--- src/hdl/iqpcd_pkg.sv ---
`timescale 1ns / 1ps

package iqpcd_pkg;

	// Field and state widths
	localparam int SampleW  = 8;
	localparam int DcW      = 12;
	localparam int CentW    = 14;
	localparam int SqW      = 26;
	localparam int PowW     = 27;
	localparam int HoldW    = 16;
	localparam int OnW      = 20;
	localparam int WinW     = 31;
	localparam int NeedW    = 4;
	localparam int TimeW    = 32;

	// Click list
	localparam int MaxClicks = 8;
	localparam int SlotW     = (MaxClicks > 1) ? $clog2(MaxClicks) : 1;
	localparam int CountW    = $clog2(MaxClicks + 1);

	// Configuration port
	localparam int CfgIdxW  = 3;
	localparam int CfgDataW = 31;

	// Output word queue
	localparam int QueueDepth = 8;
	localparam int QueuePtrW  = $clog2(QueueDepth);
	localparam int QueueCntW  = $clog2(QueueDepth + 1);

	localparam int InTdataW  = 16;
	localparam int OutTdataW = 32;

	localparam logic [OnW-1:0] OnMax = '1;

	typedef enum logic [CfgIdxW-1:0] {
		RegDcOffset       = 3'd0,
		RegPowerThreshold = 3'd1,
		RegHoldSamples    = 3'd2,
		RegMinOnSamples   = 3'd3,
		RegClickWindow    = 3'd4,
		RegClicksNeeded   = 3'd5
	} cfg_reg_t;

	// Per-sample tracking result handed to the click list.
	typedef struct packed {
		logic             detected;
		logic             signal_start;
		logic             signal_end;
		logic [OnW-1:0]   on_duration;
		logic             click;
		logic [TimeW-1:0] stamp;
	} track_t;

	// One output word; detected lands in bit 0.
	typedef struct packed {
		logic           activation;
		logic           click_event;
		logic [OnW-1:0] on_duration;
		logic           signal_end;
		logic           signal_start;
		logic           detected;
	} result_t;

	localparam int ResW = $bits(result_t);

endpackage

--- src/hdl/iqpcd_power.sv ---
`timescale 1ns / 1ps

module iqpcd_power (
	input  logic                          clk,
	input  logic                          arst_n,
	input  logic                          in_valid,
	input  logic [iqpcd_pkg::SampleW-1:0] i_sample,
	input  logic [iqpcd_pkg::SampleW-1:0] q_sample,
	input  logic [iqpcd_pkg::DcW-1:0]     dc_offset,
	output logic                          valid_s2,
	output logic [iqpcd_pkg::PowW-1:0]    power_s2
);
	import iqpcd_pkg::*;

	logic                   valid_s1;
	logic [SampleW-1:0]     i_s1;
	logic [SampleW-1:0]     q_s1;
	logic signed [CentW-1:0] cent_i;
	logic signed [CentW-1:0] cent_q;
	logic signed [2*CentW-1:0] prod_i;
	logic signed [2*CentW-1:0] prod_q;
	logic [SqW-1:0]         sq_i_s2;
	logic [SqW-1:0]         sq_q_s2;

	// byte*16 - 2040 - dc_offset, in 1/16 LSB units
	function automatic logic signed [CentW-1:0] centre(
		input logic [SampleW-1:0] raw,
		input logic [DcW-1:0]     dc
	);
		logic signed [CentW-1:0] scaled;
		logic signed [CentW-1:0] dc_ext;
		scaled = $signed({{(CentW-SampleW-4){1'b0}}, raw, 4'b0000});
		dc_ext = CentW'($signed(dc));
		return scaled - CentW'(2040) - dc_ext;
	endfunction

	always_ff @(posedge clk or negedge arst_n) begin
		if (!arst_n) begin
			valid_s1 <= 1'b0;
			valid_s2 <= 1'b0;
		end else begin
			valid_s1 <= in_valid;
			valid_s2 <= valid_s1;
		end
	end

	always_ff @(posedge clk) begin
		if (in_valid) begin
			i_s1 <= i_sample;
			q_s1 <= q_sample;
		end
		sq_i_s2 <= prod_i[SqW-1:0];
		sq_q_s2 <= prod_q[SqW-1:0];
	end

	always_comb begin
		cent_i = centre(i_s1, dc_offset);
		cent_q = centre(q_s1, dc_offset);
		prod_i = cent_i * cent_i;
		prod_q = cent_q * cent_q;
	end

	assign power_s2 = {1'b0, sq_i_s2} + {1'b0, sq_q_s2};

endmodule

--- src/hdl/iqpcd_track.sv ---
`timescale 1ns / 1ps

module iqpcd_track (
	input  logic                        clk,
	input  logic                        arst_n,
	input  logic                        valid_s2,
	input  logic [iqpcd_pkg::PowW-1:0]  power_s2,
	input  logic [iqpcd_pkg::PowW-1:0]  power_threshold,
	input  logic [iqpcd_pkg::HoldW-1:0] hold_samples,
	input  logic [iqpcd_pkg::OnW-1:0]   min_on_samples,
	output logic                        valid_s3,
	output iqpcd_pkg::track_t           trk_s3
);
	import iqpcd_pkg::*;

	logic [TimeW-1:0] time_q;
	logic [HoldW-1:0] hold_q;
	logic [OnW-1:0]   on_q;
	logic             present_q;

	logic             above;
	logic             det;
	logic [HoldW-1:0] hold_n;
	logic [OnW-1:0]   on_n;
	track_t           trk;

	always_comb begin
		above  = power_s2 >= power_threshold;
		det    = 1'b1;
		hold_n = hold_q;
		on_n   = on_q;
		if (above) begin
			hold_n = hold_samples;
			if (on_q != OnMax) begin
				on_n = on_q + OnW'(1);
			end
		end else if (hold_q != '0) begin
			hold_n = hold_q - HoldW'(1);
		end else begin
			det = 1'b0;
		end
		if (!det) begin
			on_n = '0;
		end

		// A falling edge only happens on a weak sample, so on_q is the final count.
		trk.detected     = det;
		trk.signal_start = det && !present_q;
		trk.signal_end   = !det && present_q;
		trk.on_duration  = trk.signal_end ? on_q : '0;
		trk.click        = trk.signal_end && (on_q >= min_on_samples);
		trk.stamp        = time_q;
	end

	always_ff @(posedge clk or negedge arst_n) begin
		if (!arst_n) begin
			time_q    <= '0;
			hold_q    <= '0;
			on_q      <= '0;
			present_q <= 1'b0;
			valid_s3  <= 1'b0;
		end else begin
			valid_s3 <= valid_s2;
			if (valid_s2) begin
				time_q    <= time_q + TimeW'(1);
				hold_q    <= hold_n;
				on_q      <= on_n;
				present_q <= det;
			end
		end
	end

	always_ff @(posedge clk) begin
		trk_s3 <= trk;
	end

endmodule

--- src/hdl/iqpcd_clicks.sv ---
`timescale 1ns / 1ps

module iqpcd_clicks (
	input  logic                        clk,
	input  logic                        arst_n,
	input  logic                        valid_s3,
	input  iqpcd_pkg::track_t           trk_s3,
	input  logic [iqpcd_pkg::WinW-1:0]  click_window,
	input  logic [iqpcd_pkg::NeedW-1:0] clicks_needed,
	output logic                        out_valid,
	output iqpcd_pkg::result_t          out_res
);
	import iqpcd_pkg::*;

	localparam int Leaves = 1 << SlotW;
	localparam int CmpW   = (CountW > NeedW) ? CountW : NeedW;

	logic [TimeW-1:0]     stamps_q [MaxClicks];
	logic [MaxClicks-1:0] cvalid_q;

	logic [TimeW-1:0]     age      [MaxClicks];
	logic [MaxClicks-1:0] keep;

	logic                 valid_s4;
	track_t               trk_s4;
	logic [TimeW-1:0]     age_s4   [MaxClicks];
	logic [MaxClicks-1:0] keep_s4;

	logic [SlotW-1:0]     node_idx [2*Leaves];
	logic [TimeW-1:0]     node_age [2*Leaves];
	logic                 node_vld [2*Leaves];

	logic                 any_free;
	logic [SlotW-1:0]     free_idx;
	logic [SlotW-1:0]     slot;
	logic [CountW-1:0]    count;
	logic                 act;
	logic                 do_click;
	logic [MaxClicks-1:0] cvalid_n;

	// Stage 3: ages against the stamp of this sample, and the prune decision.
	always_comb begin
		for (int k = 0; k < MaxClicks; k++) begin
			age[k]  = trk_s3.stamp - stamps_q[k];
			keep[k] = cvalid_q[k] && (age[k] <= {1'b0, click_window});
		end
	end

	always_ff @(posedge clk or negedge arst_n) begin
		if (!arst_n) begin
			valid_s4 <= 1'b0;
		end else begin
			valid_s4 <= valid_s3;
		end
	end

	always_ff @(posedge clk) begin
		trk_s4  <= trk_s3;
		keep_s4 <= keep;
		for (int k = 0; k < MaxClicks; k++) begin
			age_s4[k] <= age[k];
		end
	end

	// Stage 4: pick the slot, count the clicks and update the list.
	// Signal ends are at least two samples apart, so the list written here is
	// settled before the next click reaches stage 3.
	always_comb begin
		for (int n = 0; n < 2*Leaves; n++) begin
			node_idx[n] = '0;
			node_age[n] = '0;
			node_vld[n] = 1'b0;
		end
		for (int k = 0; k < Leaves; k++) begin
			node_idx[Leaves+k] = SlotW'(k);
			if (k < MaxClicks) begin
				node_age[Leaves+k] = age_s4[k];
				node_vld[Leaves+k] = keep_s4[k];
			end
		end
		// Oldest kept click; on equal ages the lower index wins.
		for (int n = Leaves - 1; n >= 1; n--) begin
			if (node_vld[2*n+1] && (!node_vld[2*n] || node_age[2*n+1] > node_age[2*n])) begin
				node_idx[n] = node_idx[2*n+1];
				node_age[n] = node_age[2*n+1];
				node_vld[n] = 1'b1;
			end else begin
				node_idx[n] = node_idx[2*n];
				node_age[n] = node_age[2*n];
				node_vld[n] = node_vld[2*n];
			end
		end

		any_free = 1'b0;
		free_idx = '0;
		count    = '0;
		for (int k = 0; k < MaxClicks; k++) begin
			if (!keep_s4[k] && !any_free) begin
				any_free = 1'b1;
				free_idx = SlotW'(k);
			end
			count = count + CountW'(keep_s4[k]);
		end
		if (any_free) begin
			count = count + CountW'(1);
		end
		slot = any_free ? free_idx : node_idx[1];

		do_click = valid_s4 && trk_s4.click;
		act      = do_click && (CmpW'(count) >= CmpW'(clicks_needed));

		cvalid_n = keep_s4;
		cvalid_n[slot] = 1'b1;
		if (act) begin
			cvalid_n = '0;
		end

		out_valid               = valid_s4;
		out_res.detected        = trk_s4.detected;
		out_res.signal_start    = trk_s4.signal_start;
		out_res.signal_end      = trk_s4.signal_end;
		out_res.on_duration     = trk_s4.on_duration;
		out_res.click_event     = trk_s4.click;
		out_res.activation      = act;
	end

	always_ff @(posedge clk or negedge arst_n) begin
		if (!arst_n) begin
			cvalid_q <= '0;
		end else if (do_click) begin
			cvalid_q <= cvalid_n;
		end
	end

	always_ff @(posedge clk) begin
		if (do_click) begin
			stamps_q[slot] <= trk_s4.stamp;
		end
	end

endmodule

--- src/hdl/iqpcd_queue.sv ---
`timescale 1ns / 1ps

module iqpcd_queue (
	input  logic                     clk,
	input  logic                     arst_n,
	input  logic                     push,
	input  iqpcd_pkg::result_t       push_res,
	input  logic                     pop,
	output logic                     head_valid,
	output iqpcd_pkg::result_t       head_res
);
	import iqpcd_pkg::*;

	result_t              mem_q [QueueDepth];
	logic [QueuePtrW-1:0] wr_q;
	logic [QueuePtrW-1:0] rd_q;
	logic [QueueCntW-1:0] cnt_q;

	function automatic logic [QueuePtrW-1:0] bump(input logic [QueuePtrW-1:0] p);
		return (p == QueuePtrW'(QueueDepth - 1)) ? '0 : p + QueuePtrW'(1);
	endfunction

	assign head_valid = cnt_q != '0;
	assign head_res   = mem_q[rd_q];

	always_ff @(posedge clk or negedge arst_n) begin
		if (!arst_n) begin
			wr_q  <= '0;
			rd_q  <= '0;
			cnt_q <= '0;
		end else begin
			if (push) begin
				wr_q <= bump(wr_q);
			end
			if (pop) begin
				rd_q <= bump(rd_q);
			end
			if (push && !pop) begin
				cnt_q <= cnt_q + QueueCntW'(1);
			end else if (pop && !push) begin
				cnt_q <= cnt_q - QueueCntW'(1);
			end
		end
	end

	always_ff @(posedge clk) begin
		if (push) begin
			mem_q[wr_q] <= push_res;
		end
	end

endmodule

--- src/hdl/iq_power_click_detector_core.sv ---
`timescale 1ns / 1ps

// IQ power click detector. Each input word carries one raw unsigned I/Q byte pair and yields
// exactly one output word with the detection flags, the on-time at a signal end, the click
// flag and the activation flag. While s_axis_tready is high, one word is taken every clock
// cycle; a result is offered on the output behind a four-stage pipeline (input register,
// squares, detection state, click list) and the output queue. An eight-word output queue
// decouples the two sides: s_axis_tready drops only when eight words are in flight or
// waiting, so a stalled output stops the input after at most eight words. Configuration
// writes take effect at once and are meant for times when no word is in flight.

module iq_power_click_detector_core (
	input  logic                           clk,
	input  logic                           arst_n,
	input  logic                           s_axis_tvalid,
	output logic                           s_axis_tready,
	// [7:0] i_sample, [15:8] q_sample
	input  logic [iqpcd_pkg::InTdataW-1:0]  s_axis_tdata,
	output logic                           m_axis_tvalid,
	input  logic                           m_axis_tready,
	// [0] detected, [1] signal_start, [2] signal_end, [22:3] on_duration,
	// [23] click_event, [24] activation, [31:25] zero
	output logic [iqpcd_pkg::OutTdataW-1:0] m_axis_tdata,
	input  logic                           cfg_we,
	input  logic [iqpcd_pkg::CfgIdxW-1:0]   cfg_index,
	input  logic [iqpcd_pkg::CfgDataW-1:0]  cfg_data
);
	import iqpcd_pkg::*;

	logic [DcW-1:0]   dc_offset_q;
	logic [PowW-1:0]  power_threshold_q;
	logic [HoldW-1:0] hold_samples_q;
	logic [OnW-1:0]   min_on_samples_q;
	logic [WinW-1:0]  click_window_q;
	logic [NeedW-1:0] clicks_needed_q;

	logic                 in_accept;
	logic                 out_accept;
	logic [QueueCntW-1:0] used_q;

	logic            valid_s2;
	logic [PowW-1:0] power_s2;
	logic            valid_s3;
	track_t          trk_s3;
	logic            res_valid;
	result_t         res;
	logic            head_valid;
	result_t         head_res;

	always_ff @(posedge clk or negedge arst_n) begin
		if (!arst_n) begin
			dc_offset_q       <= '0;
			power_threshold_q <= PowW'(5280);
			hold_samples_q    <= HoldW'(4800);
			min_on_samples_q  <= OnW'(12000);
			click_window_q    <= WinW'(1200000);
			clicks_needed_q   <= NeedW'(5);
		end else if (cfg_we) begin
			unique case (cfg_reg_t'(cfg_index))
				RegDcOffset:       dc_offset_q       <= cfg_data[DcW-1:0];
				RegPowerThreshold: power_threshold_q <= cfg_data[PowW-1:0];
				RegHoldSamples:    hold_samples_q    <= cfg_data[HoldW-1:0];
				RegMinOnSamples:   min_on_samples_q  <= cfg_data[OnW-1:0];
				RegClickWindow:    click_window_q    <= cfg_data[WinW-1:0];
				RegClicksNeeded:   clicks_needed_q   <= cfg_data[NeedW-1:0];
				default: begin
				end
			endcase
		end
	end

	// Every word taken holds a queue slot until its result leaves, so the
	// pipeline itself never stalls.
	assign s_axis_tready = used_q != QueueCntW'(QueueDepth);
	assign in_accept     = s_axis_tvalid && s_axis_tready;
	assign out_accept    = m_axis_tvalid && m_axis_tready;

	always_ff @(posedge clk or negedge arst_n) begin
		if (!arst_n) begin
			used_q <= '0;
		end else if (in_accept && !out_accept) begin
			used_q <= used_q + QueueCntW'(1);
		end else if (out_accept && !in_accept) begin
			used_q <= used_q - QueueCntW'(1);
		end
	end

	iqpcd_power u_power (
		.clk       (clk),
		.arst_n    (arst_n),
		.in_valid  (in_accept),
		.i_sample  (s_axis_tdata[SampleW-1:0]),
		.q_sample  (s_axis_tdata[2*SampleW-1:SampleW]),
		.dc_offset (dc_offset_q),
		.valid_s2  (valid_s2),
		.power_s2  (power_s2)
	);

	iqpcd_track u_track (
		.clk             (clk),
		.arst_n          (arst_n),
		.valid_s2        (valid_s2),
		.power_s2        (power_s2),
		.power_threshold (power_threshold_q),
		.hold_samples    (hold_samples_q),
		.min_on_samples  (min_on_samples_q),
		.valid_s3        (valid_s3),
		.trk_s3          (trk_s3)
	);

	iqpcd_clicks u_clicks (
		.clk           (clk),
		.arst_n        (arst_n),
		.valid_s3      (valid_s3),
		.trk_s3        (trk_s3),
		.click_window  (click_window_q),
		.clicks_needed (clicks_needed_q),
		.out_valid     (res_valid),
		.out_res       (res)
	);

	iqpcd_queue u_queue (
		.clk        (clk),
		.arst_n     (arst_n),
		.push       (res_valid),
		.push_res   (res),
		.pop        (out_accept),
		.head_valid (head_valid),
		.head_res   (head_res)
	);

	assign m_axis_tvalid = head_valid;
	assign m_axis_tdata  = {{(OutTdataW-ResW){1'b0}}, head_res};

endmodule
--- config.mk ---
export PLATFORM = sky130hd
export DESIGN_NAME = iq_power_click_detector_core
export DESIGN_NICKNAME = d
export VERILOG_FILES = /design/src/hdl/iqpcd_pkg.sv /design/src/hdl/iqpcd_power.sv /design/src/hdl/iqpcd_track.sv /design/src/hdl/iqpcd_clicks.sv /design/src/hdl/iqpcd_queue.sv /design/src/hdl/iq_power_click_detector_core.sv
export SDC_FILE = /design/constraint.sdc
export NUM_CORES = 2
export LEC_CHECK = 0
export ABC_AREA = 1
export ABC_CLOCK_PERIOD_IN_PS = 10800
export BUFFER_PORTS_ARGS = -buffer_cell sky130_fd_sc_hd__buf_4
export CAP_MARGIN = 20
export CELL_PAD_IN_SITES_DETAIL_PLACEMENT = 1
export CELL_PAD_IN_SITES_GLOBAL_PLACEMENT = 1
export CORE_MARGIN = 2
export CORE_UTILIZATION = 30
export CTS_CLUSTER_DIAMETER = 60
export DETAILED_ROUTE_END_ITERATION = 8
export GPL_ROUTABILITY_DRIVEN = 0
export GPL_TIMING_DRIVEN = 0
export PLACE_DENSITY = 0.63
export SYNTH_ARGS = -nofsm -noshare
export SYNTH_HDL_FRONTEND = slang
export SYNTH_SLANG_ARGS = --single-unit
--- constraint.sdc ---
create_clock -name clk -period 10.8 [get_ports clk]
set_input_delay 0.54 -clock clk [delete_from_list [all_inputs] [get_ports clk]]
set_output_delay 0.54 -clock clk [all_outputs]
set_load 0.02 [all_outputs]
==> results_dict.tcl <==
set metrics [dict create \
    status "finished, final reports clean" \
    io_pins 89 \
    cp_max_fo 12 \
    antenna_found_initial 20 \
    yosys.cell_types.count 76 \
    cts_tree "done" \
    gr-total-overflow 0 \
    clockRootBuffer "clkbuf_16" \
    ys_top_cells_by_area "edfxtp_1 19%, ha_1 16%, dfxtp_1 11%, fa_1 9.2%, nand2_1 6.7%" \
    cp_slowest_stage_delay_ns 0.66 \
    area_growth_pct 14.1 \
    cts_made_buffers 141 \
    netlist_area_um2 74800 \
    relSlewSlack_pct 11.3 \
    slowest_stage "nor3b_1" \
    grt_pass1_wl_mm 416 \
    routedWlPerCell_um 23.4 \
    synth_top_area_cell "edfxtp_1" \
    post_cts_buffers 0 \
    rsz0062_at_grt "false" \
    drt-total-wl_mm 283 \
    hp-class "in -> reg" \
    critPathBufInv 9 \
    grt_use_met2_pct 36.2 \
    setup_ws_ns 0.537 \
    row_count 183 \
    drtPass1Iterations 6 \
    post-place-ws_ns 0.300 \
    finalClockSkew_ns 0.0658 \
    die_h_um 503 \
    vias 61517 \
    synth-edff-count 472 \
    cts.sinks 1100 \
    drive_above_1_share_pct 5.86 \
    yosysTopAreaCellShare_pct 19.0 \
    clock_path_buffers 3 \
    use_met1_pct 29.2 \
    cap_violations 0 \
    path_common_cell "nand2_1" \
    finalSetupTns_ns 0 \
    die_area_um2 253000 \
    ant_nets 0 \
    drc_errors 0 \
    coreArea_um2 248000 \
    synthArstFlopShare_pct 18.6 \
    first_global_vias 65001 \
    initial_core_util_pct 30.1 \
    ys.warnings.count 0 \
    port_buffers 81 \
    endpoint_kind "flip-flop" \
    grtUsageMet3_pct 3.18 \
    dp_hpwl_mm 232 \
    synth_ff_type "edfxtp_1" \
    synth.avg_cell_area_um2 8.96 \
    arrival_ns 10.81 \
    synthTopCellsByCount "1342 x nand2_1, 1252 x inv_1, 942 x ha_1" \
    synth.most_common_cell "nand2_1" \
    drtIter0Drc 4125 \
    finalHoldViolCount 0 \
    grtUsageTotal_pct 22.3 \
    report.final.slew_viol_count 0 \
    final.min_clock_period_ns 10.26 \
    r2r_slack_ns 0.54 \
    finalCritPeriodShare_pct 95.0 \
    dp_cells 11794 \
    critical_path_class "reg -> reg" \
    die_x_um 503 \
    busiest_layer "met2" \
    via_per_inst 5.09 \
    clk_latency_ns 0.87 \
    grt_max_degree 96 \
    cp.required_ns 11.34 \
    finalSetupViolCount 0 \
    nets 9969 \
    htreeDepth 4 \
    instances_no_fill 12085 \
    ys_seq_elements 1100 \
    fill_cells 29012 \
    seq_area_frac_synth_pct 37.2 \
    clk_pin_slew_ns 0.06 \
    worstMarginPinSlew_ns 1.32 \
    synth_cells 8347 \
    fmax_mhz 97.4 \
    start_kind "flip-flop" \
    cp_top_family "simple AND/OR/NAND/NOR gates" \
]
worst register-to-register path: cells and delay by family (launching register included):
family,cells,cell delay [ns]
AND/OR/NAND/NOR,27,5.60
buffers and inverters,9,2.67
adder cells (fa/ha/maj),3,0.95
AO/OA/AOI/OAI,3,0.40
flip-flops,1,0.33
what timing repair did:
action | 4_1_cts | 5_1_grt
hold endpoints to repair | 115 | 0
hold buffers | 21 | 0
gates resized for setup | 0 | 1
endpoints found under the setup margin | 0 | 12
final timing paths:
kind / from / endpoint / depth (start not counted)
setup / recovery: u_clicks.age_s4[1][21] / u_clicks.stamps_q[5][24] / 42
hold / removal: cfg_data[26] / click_window_q[26] / 3
setup reg to reg: u_clicks.age_s4[1][21] / u_clicks.stamps_q[5][24] / 42
hold reg to reg: u_track.trk_s3[50] / u_clicks.out_res[20] / 0
max in group asynchronous: arst_n / u_track.time_q[26] / 4
min in group asynchronous: arst_n / clicks_needed_q[1] / 2
sequential cells by signal (all words and copies together), names as in the netlist, 22 cells and up:
signal,cells
click_window_q,31
power_threshold_q,27
u_clicks.age_s4,256
u_clicks.out_res,24
u_clicks.stamps_q,256
u_clicks.trk_s4,32
u_power.sq_i_s2,25
u_power.sq_q_s2,22
u_queue.mem_q,200
u_track.time_q,32
u_track.trk_s3,56
area by class of cell:
type	instances	area (µm²)	share of cell area, %
diodes	6	15.0	0.0176
plain buffers	148	663	0.777
clock buffers	185	3940	4.62
clock inverters	78	1030	1.21
inverters	1264	4750	5.56
multi-input cells	5845	41700	48.9
flip-flops and latches	1100	27800	32.6
well taps	3330	4170	4.88
repair buffers	129	1230	1.44
cell families after synthesis:
kind of cell / after synthesis / synth area share, %
flops: 1100 / 37.2
mux: 1 / 0.0151
buf+inv: 1412 / 7.23
simple gates: 2519 / 14.0
other cells: 1 / 0.00501
xor+xnor: 399 / 4.67
fa+ha+maj: 1285 / 24.9
compound gates: 1630 / 12.0
per-layer routing:
metal / wire length [µm] / vias to the layer above
li1: - / 28350
met1: 125000 / 31004
met2: 129000 / 1634
met3: 15700 / 525
met4: 13500 / 4
met5: 26 / -
placed cells by master, fill, tap and decap left out, types with 118 or more instances in the layout:
master     instances
clkbuf_16        147
nand3_1          162
o21ai_0          506
inv_1           1252
nand2_1         1342
nor2_1           724
xnor2_1          122
xor2_1           277
clkbuf_1         118
edfxtp_1         472
dfxtp_1          423
dfrtp_1          180
fa_1             343
a21oi_1          698
ha_1             942
metrics by stage:
step                      instance area (µm²)  hold WS (ns)  util (%)
final                                   85300        0.0452      34.4
after global routing                    85300        0.0725      34.4
after CTS                               85300        0.0344      34.4
after detailed placement                80100         0.313      32.3
after global placement                  79600         0.311      32.1
after floorplan                         74800         0.244         -
Power is left out: the tool's default activity adds up to more than one toggle a clock period on the data nets, which glitch-free logic cannot reach.
